`src/sv/pulse_peak_pair_detector_core_macros.svh`:
```
// Assertion macros shared by the pulse peak pair detector RTL.
`ifndef PULSE_PEAK_PAIR_DETECTOR_CORE_MACROS_SVH
`define PULSE_PEAK_PAIR_DETECTOR_CORE_MACROS_SVH

// Same-cycle implication, disabled while reset is asserted.
`define PPD_ASSERT_NOW(lbl, clk, rst_n, ante, cons, msg) \
	lbl: assert property (@(posedge clk) disable iff (!rst_n) (ante) |-> (cons)) \
		else $error(msg);

// Next-cycle implication, disabled while reset is asserted.
`define PPD_ASSERT_NEXT(lbl, clk, rst_n, ante, cons, msg) \
	lbl: assert property (@(posedge clk) disable iff (!rst_n) (ante) |=> (cons)) \
		else $error(msg);

`endif

```
`src/sv/ppd_pkg.sv`:
```
// Shared constants and types for the pulse peak pair detector.
package ppd_pkg;

	localparam int AMP_BITS      = 12;
	localparam int INTERVAL_BITS = 16;

	localparam logic [AMP_BITS-1:0]      MIN_AMP_RESET = 12'd20;
	localparam logic [INTERVAL_BITS-1:0] INTERVAL_MAX  = 16'hFFFF;

	// Decision of the pair judge for the item in flight.
	typedef struct packed {
		logic confirm_first; // first swing completes on this item
		logic pair_ok;       // second swing matches the first: report a beat
		logic promote;       // larger second swing replaces the first, no beat
	} judge_t;

endpackage

```
`src/sv/ppd_if.sv`:
```
// Valid/ready stream interfaces for sample items and beat result items.
interface ppd_sample_if #(
	parameter int SAMPLE_BITS = 12
);
	logic                   valid;
	logic                   ready;
	logic [SAMPLE_BITS-1:0] ac_sample;

	modport source (output valid, output ac_sample, input ready);
	modport sink   (input valid, input ac_sample, output ready);
endinterface

interface ppd_beat_if
	import ppd_pkg::*;
();
	logic                     valid;
	logic                     ready;
	logic                     beat_found;
	logic [INTERVAL_BITS-1:0] beat_interval;
	logic [AMP_BITS-1:0]      swing_amplitude;

	modport source (output valid, output beat_found, output beat_interval,
		output swing_amplitude, input ready);
	modport sink   (input valid, input beat_found, input beat_interval,
		input swing_amplitude, output ready);
endinterface

```
`src/sv/ppd_pair_judge.sv`:
```
// Swing completion and pair band checks for the pulse peak pair detector.
module ppd_pair_judge
	import ppd_pkg::*;
#(
	parameter int SAMPLE_BITS = 12
) (
	input  logic                   first_confirmed,
	input  logic                   swing_complete,
	input  logic [SAMPLE_BITS-1:0] rise,
	input  logic [SAMPLE_BITS-1:0] first_rise,
	input  logic [SAMPLE_BITS-1:0] second_rise,
	input  logic [AMP_BITS-1:0]    min_amp,
	output judge_t                 verdict
);

	localparam int CW = (SAMPLE_BITS > AMP_BITS) ? SAMPLE_BITS : AMP_BITS;

	// 2*little >= big and 4*little <= 5*big
	function automatic logic in_band(input logic [SAMPLE_BITS-1:0] big,
		input logic [SAMPLE_BITS-1:0] little);
		logic [SAMPLE_BITS+2:0] little_x4;
		logic [SAMPLE_BITS+2:0] big_x5;
		logic                   lower_ok;
		little_x4 = {1'b0, little, 2'b00};
		big_x5    = {1'b0, big, 2'b00} + {3'b000, big};
		lower_ok  = {little, 1'b0} >= {1'b0, big};
		return lower_ok && (little_x4 <= big_x5);
	endfunction

	logic [SAMPLE_BITS-1:0] largest;
	logic [SAMPLE_BITS+1:0] rise_x4;
	logic [SAMPLE_BITS+1:0] largest_x3;
	logic                   done;
	logic                   second_done;
	logic                   first_bigger;
	logic                   band_a;
	logic                   band_b;

	always_comb begin
		largest      = first_confirmed ? second_rise : first_rise;
		rise_x4      = {rise, 2'b00};
		largest_x3   = {1'b0, largest, 1'b0} + {2'b00, largest};
		// below three quarters of the largest rise, and tall enough
		done         = (rise_x4 < largest_x3) && (CW'(largest) > CW'(min_amp));
		second_done  = first_confirmed && swing_complete && done;
		first_bigger = first_rise > second_rise;
		band_a       = in_band(first_rise, second_rise);
		band_b       = in_band(second_rise, first_rise);

		verdict.confirm_first = !first_confirmed && swing_complete && done;
		verdict.pair_ok       = second_done && (first_bigger ? band_a : band_b);
		verdict.promote       = second_done && !first_bigger && !band_b;
	end

endmodule

```
`src/sv/pulse_peak_pair_detector_core.sv`:
```
// Top level of the pulse peak pair detector.
//
// The block takes one pulse-sensor AC sample per item and returns exactly one
// result item per sample. It follows two trough-to-peak swings: the first one
// until it is confirmed (the sample drops below 3/4 of its largest rise and that
// rise is above min_amplitude), then the second one. When the second swing is
// confirmed with a rise between 0.5 and 2 times the first, the result item
// carries beat_found = 1, the number of samples between the two crests
// (modulo 2^COUNT_BITS, saturated at 65535) and the second swing's rise; the
// second swing then becomes the first. A second swing that is larger and out
// of band replaces the first without a beat. Non-beat items carry zeros.
// Throughput is one item per clock cycle while beats.ready stays high. A
// sample is held in the input register and moves into the result register
// when that one is free or being emptied. All swing tracking and threshold
// compares are done in a single combinational pass between the two registers.
// While a result waits, one more sample is taken into an empty input
// register; the input stalls once both registers hold an item. The user
// writes min_amplitude (reset 20) through cfg_wr_en / cfg_wr_data only while
// no item is in flight; the block itself does not enforce this.
`include "pulse_peak_pair_detector_core_macros.svh"

module pulse_peak_pair_detector_core
	import ppd_pkg::*;
#(
	parameter int SAMPLE_BITS = 12,
	parameter int COUNT_BITS  = 32
) (
	input  logic                clk,
	input  logic                arst_n,
	ppd_sample_if.sink          samples,
	ppd_beat_if.source          beats,
	input  logic                cfg_wr_en,
	input  logic [AMP_BITS-1:0] cfg_wr_data
);

	// Configuration and swing state. Index 0 is the first swing, 1 the second.
	logic [AMP_BITS-1:0]    min_amp_q;
	logic [COUNT_BITS-1:0]  count_q;
	logic                   first_conf_q;
	logic [SAMPLE_BITS-1:0] trough_q [2];
	logic [SAMPLE_BITS-1:0] crest_q  [2];
	logic [SAMPLE_BITS-1:0] rise_q   [2];   // largest rise per swing
	logic [COUNT_BITS-1:0]  pos_q    [2];   // crest position per swing
	logic [1:0]             tv_q;
	logic [1:0]             cv_q;

	// Input register
	logic                   valid_s1;
	logic [SAMPLE_BITS-1:0] sample_s1;

	// Result register
	logic                     out_valid_q;
	logic                     beat_q;
	logic [INTERVAL_BITS-1:0] interval_q;
	logic [AMP_BITS-1:0]      amp_q;

	logic advance;
	logic take_in;

	// Active swing, after tracking the sample
	logic [SAMPLE_BITS-1:0] act_trough;
	logic [SAMPLE_BITS-1:0] act_crest;
	logic [SAMPLE_BITS-1:0] act_rise;
	logic [COUNT_BITS-1:0]  act_pos;
	logic                   act_tv;
	logic                   act_cv;
	logic [SAMPLE_BITS-1:0] new_trough;
	logic [SAMPLE_BITS-1:0] new_crest;
	logic [COUNT_BITS-1:0]  new_pos;
	logic                   new_tv;
	logic                   new_cv;
	logic [SAMPLE_BITS-1:0] rise;
	logic [SAMPLE_BITS-1:0] new_largest;
	logic [SAMPLE_BITS-1:0] judge_first_rise;
	logic [SAMPLE_BITS-1:0] judge_second_rise;
	judge_t                 verdict;

	// Next state of both swings
	logic [SAMPLE_BITS-1:0] nxt_trough [2];
	logic [SAMPLE_BITS-1:0] nxt_crest  [2];
	logic [SAMPLE_BITS-1:0] nxt_rise   [2];
	logic [COUNT_BITS-1:0]  nxt_pos    [2];
	logic [1:0]             nxt_tv;
	logic [1:0]             nxt_cv;
	logic [COUNT_BITS-1:0]  crest_gap;
	logic [INTERVAL_BITS-1:0] interval;

	// Move the input register into the result register when that one is free
	// or being emptied; take a new sample when the input register is empty or moves.
	assign advance       = valid_s1 && (!out_valid_q || beats.ready);
	assign samples.ready = !valid_s1 || advance;
	assign take_in       = samples.valid && samples.ready;

	assign beats.valid           = out_valid_q;
	assign beats.beat_found      = beat_q;
	assign beats.beat_interval   = interval_q;
	assign beats.swing_amplitude = amp_q;

	// Track the trough and crest of the active swing.
	always_comb begin
		act_trough = first_conf_q ? trough_q[1] : trough_q[0];
		act_crest  = first_conf_q ? crest_q[1]  : crest_q[0];
		act_rise   = first_conf_q ? rise_q[1]   : rise_q[0];
		act_pos    = first_conf_q ? pos_q[1]    : pos_q[0];
		act_tv     = first_conf_q ? tv_q[1]     : tv_q[0];
		act_cv     = first_conf_q ? cv_q[1]     : cv_q[0];

		new_trough = act_trough;
		new_crest  = act_crest;
		new_pos    = act_pos;
		new_tv     = act_tv;
		new_cv     = act_cv;
		if (!act_tv || (sample_s1 < act_trough)) begin
			// new trough: restart the crest
			new_trough = sample_s1;
			new_tv     = 1'b1;
			new_crest  = '0;
			new_cv     = 1'b0;
		end else if (!act_cv || (sample_s1 > act_crest)) begin
			new_crest = sample_s1;
			new_cv    = 1'b1;
			new_pos   = count_q;
		end

		// Never negative: the trough is at or below the sample here.
		rise        = sample_s1 - new_trough;
		new_largest = (rise > act_rise) ? rise : act_rise;

		judge_first_rise  = first_conf_q ? rise_q[0]   : new_largest;
		judge_second_rise = first_conf_q ? new_largest : rise_q[1];
	end

	ppd_pair_judge #(
		.SAMPLE_BITS (SAMPLE_BITS)
	) u_judge (
		.first_confirmed (first_conf_q),
		.swing_complete  (new_tv && new_cv),
		.rise            (rise),
		.first_rise      (judge_first_rise),
		.second_rise     (judge_second_rise),
		.min_amp         (min_amp_q),
		.verdict         (verdict)
	);

	// Write back the active swing, then shift the second into the first on a
	// beat or on a promotion.
	always_comb begin
		nxt_trough = trough_q;
		nxt_crest  = crest_q;
		nxt_rise   = rise_q;
		nxt_pos    = pos_q;
		nxt_tv     = tv_q;
		nxt_cv     = cv_q;
		if (first_conf_q) begin
			nxt_trough[1] = new_trough;
			nxt_crest[1]  = new_crest;
			nxt_rise[1]   = new_largest;
			nxt_pos[1]    = new_pos;
			nxt_tv[1]     = new_tv;
			nxt_cv[1]     = new_cv;
		end else begin
			nxt_trough[0] = new_trough;
			nxt_crest[0]  = new_crest;
			nxt_rise[0]   = new_largest;
			nxt_pos[0]    = new_pos;
			nxt_tv[0]     = new_tv;
			nxt_cv[0]     = new_cv;
		end

		// First crest is untouched while the second swing is active.
		crest_gap = new_pos - pos_q[0];
		interval  = (crest_gap > COUNT_BITS'(INTERVAL_MAX)) ? INTERVAL_MAX
			: crest_gap[INTERVAL_BITS-1:0];

		if (verdict.pair_ok || verdict.promote) begin
			nxt_trough[0] = nxt_trough[1];
			nxt_crest[0]  = nxt_crest[1];
			nxt_rise[0]   = nxt_rise[1];
			nxt_pos[0]    = nxt_pos[1];
			nxt_tv[0]     = nxt_tv[1];
			nxt_cv[0]     = nxt_cv[1];
			nxt_trough[1] = '0;
			nxt_crest[1]  = '0;
			nxt_rise[1]   = '0;
			nxt_pos[1]    = '0;
			nxt_tv[1]     = 1'b0;
			nxt_cv[1]     = 1'b0;
		end
	end

	// Configuration register
	always_ff @(posedge clk or negedge arst_n) begin
		if (!arst_n) begin
			min_amp_q <= MIN_AMP_RESET;
		end else if (cfg_wr_en) begin
			min_amp_q <= cfg_wr_data;
		end
	end

	// Input register
	always_ff @(posedge clk or negedge arst_n) begin
		if (!arst_n) begin
			valid_s1 <= 1'b0;
		end else if (take_in) begin
			valid_s1 <= 1'b1;
		end else if (advance) begin
			valid_s1 <= 1'b0;
		end
	end

	always_ff @(posedge clk) begin
		if (take_in) begin
			sample_s1 <= samples.ac_sample;
		end
	end

	// Swing state, advanced once per item
	always_ff @(posedge clk or negedge arst_n) begin
		if (!arst_n) begin
			count_q      <= '0;
			first_conf_q <= 1'b0;
			trough_q     <= '{default: '0};
			crest_q      <= '{default: '0};
			rise_q       <= '{default: '0};
			pos_q        <= '{default: '0};
			tv_q         <= '0;
			cv_q         <= '0;
		end else if (advance) begin
			count_q      <= count_q + COUNT_BITS'(1);
			first_conf_q <= first_conf_q || verdict.confirm_first;
			trough_q     <= nxt_trough;
			crest_q      <= nxt_crest;
			rise_q       <= nxt_rise;
			pos_q        <= nxt_pos;
			tv_q         <= nxt_tv;
			cv_q         <= nxt_cv;
		end
	end

	// Result register
	always_ff @(posedge clk or negedge arst_n) begin
		if (!arst_n) begin
			out_valid_q <= 1'b0;
		end else if (advance) begin
			out_valid_q <= 1'b1;
		end else if (beats.ready) begin
			out_valid_q <= 1'b0;
		end
	end

	always_ff @(posedge clk) begin
		if (advance) begin
			beat_q     <= verdict.pair_ok;
			interval_q <= verdict.pair_ok ? interval : '0;
			amp_q      <= verdict.pair_ok ? AMP_BITS'(new_largest) : '0;
		end
	end

	// Checks
	`PPD_ASSERT_NOW(a_no_beat_zero, clk, arst_n, out_valid_q && !beat_q, (interval_q == '0) && (amp_q == '0), "non-beat item carries nonzero payload")
	`PPD_ASSERT_NOW(a_crest_needs_trough, clk, arst_n, cv_q != 2'b00, (cv_q & ~tv_q) == 2'b00, "crest valid without trough valid")
	`PPD_ASSERT_NOW(a_second_idle, clk, arst_n, !first_conf_q, (tv_q[1] == 1'b0) && (rise_q[1] == '0), "second swing in use before first confirmed")
	`PPD_ASSERT_NEXT(a_shift_clears, clk, arst_n, advance && (verdict.pair_ok || verdict.promote), (tv_q[1] == 1'b0) && first_conf_q, "second swing not cleared after shift")
	`PPD_ASSERT_NEXT(a_stage_holds, clk, arst_n, valid_s1 && !advance, valid_s1 && $stable(sample_s1), "input register lost an item while stalled")

endmodule

```
`src/flat_wrapper.sv`:
```
// flat-port wrapper written by rule: the top's interface ports become plain ports
module pulse_peak_pair_detector_core_flat import ppd_pkg::*;
#(
	parameter int SAMPLE_BITS = 12,
	parameter int COUNT_BITS  = 32
)
  (clk, arst_n, cfg_wr_en, cfg_wr_data, samples_valid, samples_ac_sample, samples_ready, beats_valid, beats_beat_found, beats_beat_interval, beats_swing_amplitude, beats_ready);
  ppd_sample_if #(.SAMPLE_BITS(SAMPLE_BITS)) samples_i ();
  ppd_beat_if beats_i ();
  input  logic clk;
  input  logic arst_n;
  input  logic cfg_wr_en;
  input  logic [AMP_BITS-1:0] cfg_wr_data;
  input wire logic [$bits(samples_i.valid)-1:0] samples_valid;
  input wire logic [$bits(samples_i.ac_sample)-1:0] samples_ac_sample;
  output wire logic [$bits(samples_i.ready)-1:0] samples_ready;
  output wire logic [$bits(beats_i.valid)-1:0] beats_valid;
  output wire logic [$bits(beats_i.beat_found)-1:0] beats_beat_found;
  output wire logic [$bits(beats_i.beat_interval)-1:0] beats_beat_interval;
  output wire logic [$bits(beats_i.swing_amplitude)-1:0] beats_swing_amplitude;
  input wire logic [$bits(beats_i.ready)-1:0] beats_ready;
  assign samples_i.valid = samples_valid;
  assign samples_i.ac_sample = samples_ac_sample;
  assign samples_ready = samples_i.ready;
  assign beats_valid = beats_i.valid;
  assign beats_beat_found = beats_i.beat_found;
  assign beats_beat_interval = beats_i.beat_interval;
  assign beats_swing_amplitude = beats_i.swing_amplitude;
  assign beats_i.ready = beats_ready;
  pulse_peak_pair_detector_core #(.SAMPLE_BITS(SAMPLE_BITS), .COUNT_BITS(COUNT_BITS)) u_core (.clk(clk), .arst_n(arst_n), .samples(samples_i), .beats(beats_i), .cfg_wr_en(cfg_wr_en), .cfg_wr_data(cfg_wr_data));
endmodule
```
`config.mk`:
```
export PLATFORM = sky130hd
export DESIGN_NAME = pulse_peak_pair_detector_core_flat
export DESIGN_NICKNAME = d
export VERILOG_FILES = /design/src/sv/ppd_pkg.sv /design/src/sv/ppd_if.sv /design/src/sv/ppd_pair_judge.sv /design/src/sv/pulse_peak_pair_detector_core.sv /design/src/flat_wrapper.sv
export VERILOG_INCLUDE_DIRS = /design/src /design/src/sv
export SDC_FILE = /design/constraint.sdc
export NUM_CORES = 1
export LEC_CHECK = 0
export BUFFER_PORTS_ARGS = -buffer_cell sky130_fd_sc_hd__buf_2
export CAP_MARGIN = 20
export CORE_MARGIN = 5
export CORE_UTILIZATION = 60
export CTS_BUF_LIST = sky130_fd_sc_hd__clkbuf_2
export CTS_CLUSTER_DIAMETER = 200
export CTS_CLUSTER_SIZE = 30
export DETAILED_ROUTE_END_ITERATION = 8
export HOLD_SLACK_MARGIN = 0.06
export PLACE_DENSITY_LB_ADDON = 0.05
export SLEW_MARGIN = 0
export SYNTH_ARGS = -nofsm -noshare
export SYNTH_HDL_FRONTEND = slang
export SYNTH_SLANG_ARGS = --single-unit
```
`constraint.sdc`:
```
create_clock -name clk -period 17.05 [get_ports clk]
set_clock_uncertainty 0.1 [all_clocks]
set_input_delay 5.115 -clock clk [delete_from_list [all_inputs] [get_ports clk]]
set_output_delay 5.115 -clock clk [all_outputs]
set_load 0.02 [all_outputs]
```
==> results of run 1 <==
[area by class of cell]
class / instances / area, um^2
Timing Repair Buffer: 76 / 432
Sequential cell: 228 / 5920
Tap cell: 384 / 480
Antenna cell: 1 / 2.50
Inverter: 131 / 492
Clock inverter: 1 / 16.3
Fill cell: 2515 / 10600
Clock buffer: 15 / 75.1
Multi-Input combinational cell: 1446 / 10500
[cell usage after synthesis, types with 12 or more instances]
cell        n
nor2_1    105
nor3_1     18
ha_1      171
nand2b_1   29
dfrtp_1   185
xor2_1     31
mux2i_1   110
a31oi_1    13
a211oi_1   22
o21a_1     20
inv_1     127
mux2_1     42
nand4_1    23
a21o_1     32
and3_1     16
xnor2_1    75
clkbuf_1   52
o211ai_1   14
o21ai_0   141
nand3_1    36
nand2_1   226
mux2_2     21
nor2b_1    12
o31ai_1    34
edfxtp_1   41
a21oi_1   100
[per-stage QoR]
step           worst slack [ns]  cell area, um^2  utilization  hold slack [ns]  cells
6_report                   2.92            17900        0.628            0.411   2282
5_1_grt                    2.08            17900        0.628            0.436   2282
4_1_cts                    3.06            17900        0.628            0.415   2281
3_5_place_dp               3.12            17800        0.625            0.360   2265
3_3_place_gp               3.43            17800        0.625            0.355   2265
2_1_floorplan              4.22            17200            -            0.338   1884
[worst max-delay path: cells and delay by family, from the launching register on]
family                   cells  cell delay, ns
AO/OA/AOI/OAI               21            5.37
AND/OR/NAND/NOR             10            2.48
adder cells (fa/ha/maj)      6            1.91
buffers and inverters        3            1.54
flip-flops                   1            1.16
multiplexers                 4            1.04
XOR/XNOR                     2            0.41
[kinds of logic after synthesis]
family,after synthesis,synth area share
simple gates,517,0.139
mux,175,0.107
fa+ha+maj,182,0.132
buf+inv,210,0.0502
compound gates,464,0.173
flops,228,0.343
xor+xnor,108,0.0565
[routing by layer]
| metal | part of all wire | vias to the layer above |
|---|---|---|
| met4 | 0.020 | 0 |
| met5 | 0 | - |
| met2 | 0.47 | 338 |
| li1 | - | 6750 |
| met3 | 0.046 | 54 |
| met1 | 0.47 | 6615 |
[worst max-delay path by stage]
stage	end	startpoint
finish	u_core.trough_q[12]	u_core.first_conf_q
global route	u_core.trough_q[12]	u_core.first_conf_q
CTS	u_core.trough_q[12]	u_core.first_conf_q
detailed placement	u_core.crest_q[21]	u_core.first_conf_q
global placement	u_core.crest_q[22]	u_core.first_conf_q
floorplan	u_core.crest_q[17]	u_core.first_conf_q
[flip-flops by register name, summed over array words and instances (netlist names)]
signal,flops
u_core.min_amp_q,12
u_core.pos_q,64
u_core.first_conf_q,1
u_core.sample_s1,12
u_core.count_q,32
u_core.cv_q,2
u_core.beats.beat_interval,16
u_core.trough_q,24
u_core.tv_q,2
u_core.rise_q,24
u_core.beats.swing_amplitude,12
u_core.beats.beat_found,1
u_core.valid_s1,1
u_core.beats.valid,1
u_core.crest_q,24
==> impl_metrics.csv, run 1 <==
group,metric,value,unit
detailed_routing,vias,13800,
floorplanning,ioPinCount,60,
timing,worst_pin_slew,1.03,ns
clock_tree,cts_tree,"built",
detailed_routing,viasPerCell,6.03,
synthesis,seq_area_frac_synth,0.343,
detailed_routing,first_pass_iters,5,
worst_hold_path,holdCritStartpoint,"u_core.count_q[11]",
worst_hold_path,hold_class,"flop to flop",
synthesis,synth_edf_count,41,
detailed_routing,drc,0,
layout,layout_common_cells,"nand2_1, dfrtp_1, ha_1",
timing,fin_tns_setup,0,ns
layout,drive_gt1_frac,0.0812,
global_routing,grt_pass1_vias,13400,
flow_run,maxCapViolations,0,
layout,areaGrowthSynthToFinish,3.95,%
synthesis,synth_fp_nets,2086,
floorplanning,core,28500,um^2
clock_tree,clk_latency,0.89,ns
synthesis,yosys.area.top_type_share,0.268,
worst_setup_path,cp.arrival,14.83,ns
detailed_routing,routed_wl,42000,um
timing,setup_viol,0,
worst_setup_path,timing_worst_setup_path_type,"flop to flop",
global_routing,grt_util_all_layers,0.254,
synthesis,syn_inst,1884,
clock_tree,htree_num_levels,1,
global_routing,use_met2,0.428,
clock_tree,cts-hold-fix-buffers,0,
worst_setup_path,reg2reg_slack,2.92,ns
synthesis,yosysUniqueCellTypes,89,
global_routing,grt_remaining_overflow,0,
global_routing,grt_max_degree,84,
worst_hold_path,hold-path-endpoint,"u_core.count_q[11]",
synthesis,yosys_warnings,0,
clock_tree,cts_resized,0,
clock_tree,clockBufferDepth,3,
run_status,outcome,"completed",
synthesis,yosys-top-cells-area,"dfrtp_1, ha_1, edfxtp_1, mux2i_1, nand2_1",
placed_design,port_buffers,59,
timing,rsz0062_at_grt,"false",
timing,clock.fmax,0.0708,GHz
worst_setup_path,r2r-end,"u_core.trough_q[12]",
timing,hold_viol,0,
clock_tree,clockRootBuffer,"clkbuf_2",
synthesis,synth.avg_cell_area,9.15,um^2
synthesis,yosysTopAreaCell,"dfrtp_1",
layout,final_common_cell,"nand2_1",
timing,timing.final.crit_period,14.13,ns
worst_setup_path,worstPathRequired,17.75,ns
detailed_routing,ant_nets,0,
global_routing,grt_pass1_wl,69300,um
worst_hold_path,hold_depth,1,
clock_tree,cts_buffers,11,
detailed_routing,post_drt_wl_per_cell,18.4,um
worst_setup_path,crit_path_start_kind,"flop",
synthesis,netlist_area,17200,um^2
floorplanning,start_util,0.604,
synthesis,ys_seq_elements,228,
worst_setup_path,critPathMaxStageDelay,1.16,ns
synthesis,synth-main-ff-cell,"dfrtp_1",
placed_design,hpwl,30600,um
layout,nets,2096,
global_routing,use_met3,0.0273,
worst_setup_path,slowest_stage,"dfrtp_4",
floorplanning,die_x,180,um
synthesis,synthArstFlopShare,0.820,
worst_setup_path,critPathCaptureType,"flop",
floorplanning,die_h,180,um
worst_setup_path,crit_fanout,78,
timing,finalMaxSlewViolations,0,
floorplanning,die-area,32200,um^2
global_routing,grt_busiest_layer,"met2",
placed_design,place_congestion,0.954,
clock_tree,cts_setup_buffers,0,
worst_setup_path,r2r_start,"u_core.first_conf_q",
floorplanning,row_count,62,
detailed_routing,drt_iter0_drc,1135,
timing,fin_crit_sh,0.829,
global_routing,antenna_found_initial,1,
clock_tree,clk_pin_slew_worst_paths,0.54,ns
global_routing,grt_use_met1,0.359,
clock_tree,clock-sinks,228,
timing,max_slew_margin,0.306,
worst_setup_path,r2r_cells,46,
Power of run 1 is not shown: default switching activity piles up to over one toggle a cycle in this logic, so the estimate is an artifact.
==> run 2, diff against run 1 <==
--- a/config.mk
+++ b/config.mk
@@ -9,7 +9,7 @@
 export BUFFER_PORTS_ARGS = -buffer_cell sky130_fd_sc_hd__buf_2
 export CAP_MARGIN = 20
 export CORE_MARGIN = 5
-export CORE_UTILIZATION = 60
+export CORE_UTILIZATION = 59
 export CTS_BUF_LIST = sky130_fd_sc_hd__clkbuf_2
 export CTS_CLUSTER_DIAMETER = 200
 export CTS_CLUSTER_SIZE = 30
==> constraint.sdc (replaced) <==
create_clock -name clk -period 12.6 [get_ports clk]
set_clock_uncertainty 0.1 [all_clocks]
set_input_delay 3.78 -clock clk [delete_from_list [all_inputs] [get_ports clk]]
set_output_delay 3.78 -clock clk [all_outputs]
set_load 0.02 [all_outputs]
==> impl_metrics.csv, run 2 (synthesized netlist as in run 1, its figures left out) <==
group,metric,value,unit
clock_tree,htree_num_levels,1,
worst_hold_path,hold_class,"flop to flop",
floorplanning,die_x,181,um
layout,largest_register,"u_core.pos_q",
placed_design,place_congestion,0.899,
global_routing,grt_max_degree,84,
timing,timing.final.crit_period,11.80,ns
worst_hold_path,hold_depth,1,
worst_setup_path,worstPathRequired,13.36,ns
layout,finalInstanceArea,18100,um^2
global_routing,grt_remaining_overflow,0,
worst_setup_path,r2r_start,"u_core.first_conf_q",
global_routing,grt_util_all_layers,0.259,
layout,top_regs,"u_core.pos_q (64), u_core.count_q (32)",
layout,areaGrowthSynthToFinish,5.19,%
timing,rsz0062_at_grt,"false",
placed_design,placed_cell_area,18000,um^2
clock_tree,clock-sinks,228,
placed_design,port_buffers,59,
clock_tree,clockRootBuffer,"clkbuf_2",
global_routing,grt_pass1_vias,13600,
flow_run,maxCapViolations,0,
worst_setup_path,crit_path_start,"u_core.first_conf_q",
worst_setup_path,r2r_cells,45,
clock_tree,clockBufferDepth,3,
layout,final_common_cell,"nand2_1",
detailed_routing,drt_iter0_drc,880,
timing,fin_hold_ws,0.414,ns
clock_tree,clk_pin_slew_worst_paths,0.55,ns
detailed_routing,vias,14000,
timing,hold_viol,0,
detailed_routing,post_drt_wl_per_cell,18.6,um
worst_setup_path,cp_num_buf_inv,5,
floorplanning,core,28800,um^2
layout,nets,2118,
detailed_routing,routed_wl,42900,um
floorplanning,ioPinCount,60,
timing,fin_crit_sh,0.937,
timing,fin_tns_setup,0,ns
worst_setup_path,slowest_stage,"dfrtp_4",
floorplanning,die_h,181,um
worst_setup_path,crit_fanout,43,
worst_setup_path,critPathMaxStageDelay,0.66,ns
clock_tree,clk_latency,0.93,ns
timing,max_slew_margin,0.382,
worst_setup_path,crit_path_start_kind,"flop",
timing,setup_viol,0,
layout,largest_reg_flops,64,
worst_setup_path,timing_worst_setup_path_type,"flop to flop",
layout,layout_common_cells,"nand2_1, dfrtp_1, ha_1",
global_routing,grt_pass1_wl,71000,um
clock_tree,cts_tree,"built",
timing,clock.fmax,0.0847,GHz
worst_hold_path,holdCritStartpoint,"u_core.count_q[20]",
run_status,outcome,"completed",
worst_setup_path,cp.arrival,12.56,ns
clock_tree,cts-hold-fix-buffers,0,
floorplanning,die-area,32700,um^2
worst_setup_path,crit_top_cell,"ha_1",
layout,utilization,0.630,
worst_setup_path,cp_top_family,"compound AO/OA/AOI/OAI gates",
detailed_routing,viasPerCell,6.06,
worst_setup_path,cp_num_cells,45,
detailed_routing,ant_nets,0,
timing,finalMaxSlewViolations,0,
floorplanning,row_count,62,
layout,drive_gt1_frac,0.0917,
detailed_routing,drc,0,
detailed_routing,first_pass_iters,6,
floorplanning,start_util,0.599,
timing,worst_pin_slew,0.927,ns
global_routing,antenna_found_initial,1,
placed_design,hpwl,31400,um
worst_setup_path,critPathCaptureType,"flop",
clock_tree,cts_buffers,11,
==> run 2: changes by cell type in the layout (fill, tap and decap cells not counted) <==
cell | before | now
clkbuf_2 | 15 | 16
clkbuf_16 | 0 | 1
diode_2 | 1 | 2
buf_4 | 17 | 35
buf_12 | 0 | 2
o31ai_1 | 32 | 33
o31ai_2 | 1 | 0
buf_6 | 0 | 1
==> run 2: final timing paths <==
check	end	slack, ns
min in group asynchronous	u_core.pos_q[50]	2.70
hold / removal	u_core.count_q[20]	0.41
setup reg to reg	u_core.crest_q[20]	0.80
setup / recovery	u_core.crest_q[20]	0.80
hold reg to reg	u_core.count_q[20]	0.41
max in group asynchronous	u_core.min_amp_q[0]	8.24
==> run 2: stage by stage <==
stage                     instances  worst slack (ns)
final                          2306             0.799
after global routing           2306            0.0179
after CTS                      2300             0.373
after detailed placement       2283             0.461
after global placement         2283             0.829
after floorplan                1884            0.0598
==> run 2: area by class of cell <==
type                    count  area, um^2
fillers                  2482       10600
diodes                      2        5.00
multi-input cells        1446       10500
repair buffers             98         643
clock buffers              16        80.1
inverters                 131         492
well taps                 384         480
clock inverters             1        16.3
flip-flops and latches    228        5920
==> run 2: routing by layer <==
| metal | share of wire | routed length, um | up-vias | track usage |
|---|---|---|---|---|
| met1 | 0.46 | 19700 | 6722 | 0.362 |
| met3 | 0.046 | 1980 | 54 | 0.0207 |
| met4 | 0.018 | 791 | 0 | 0.0558 |
| met2 | 0.48 | 20400 | 374 | 0.445 |
| met5 | 0 | 0 | - | 0 |
| li1 | - | - | 6824 | - |
==> run 2: what timing repair did <==
item / CTS / global route
setup buffers: 0 / 4
endpoints found under the hold margin: 0 / 0
setup endpoints to repair: 0 / 106
resized for setup: 0 / 5
Power of run 2 is left out for the same reason.
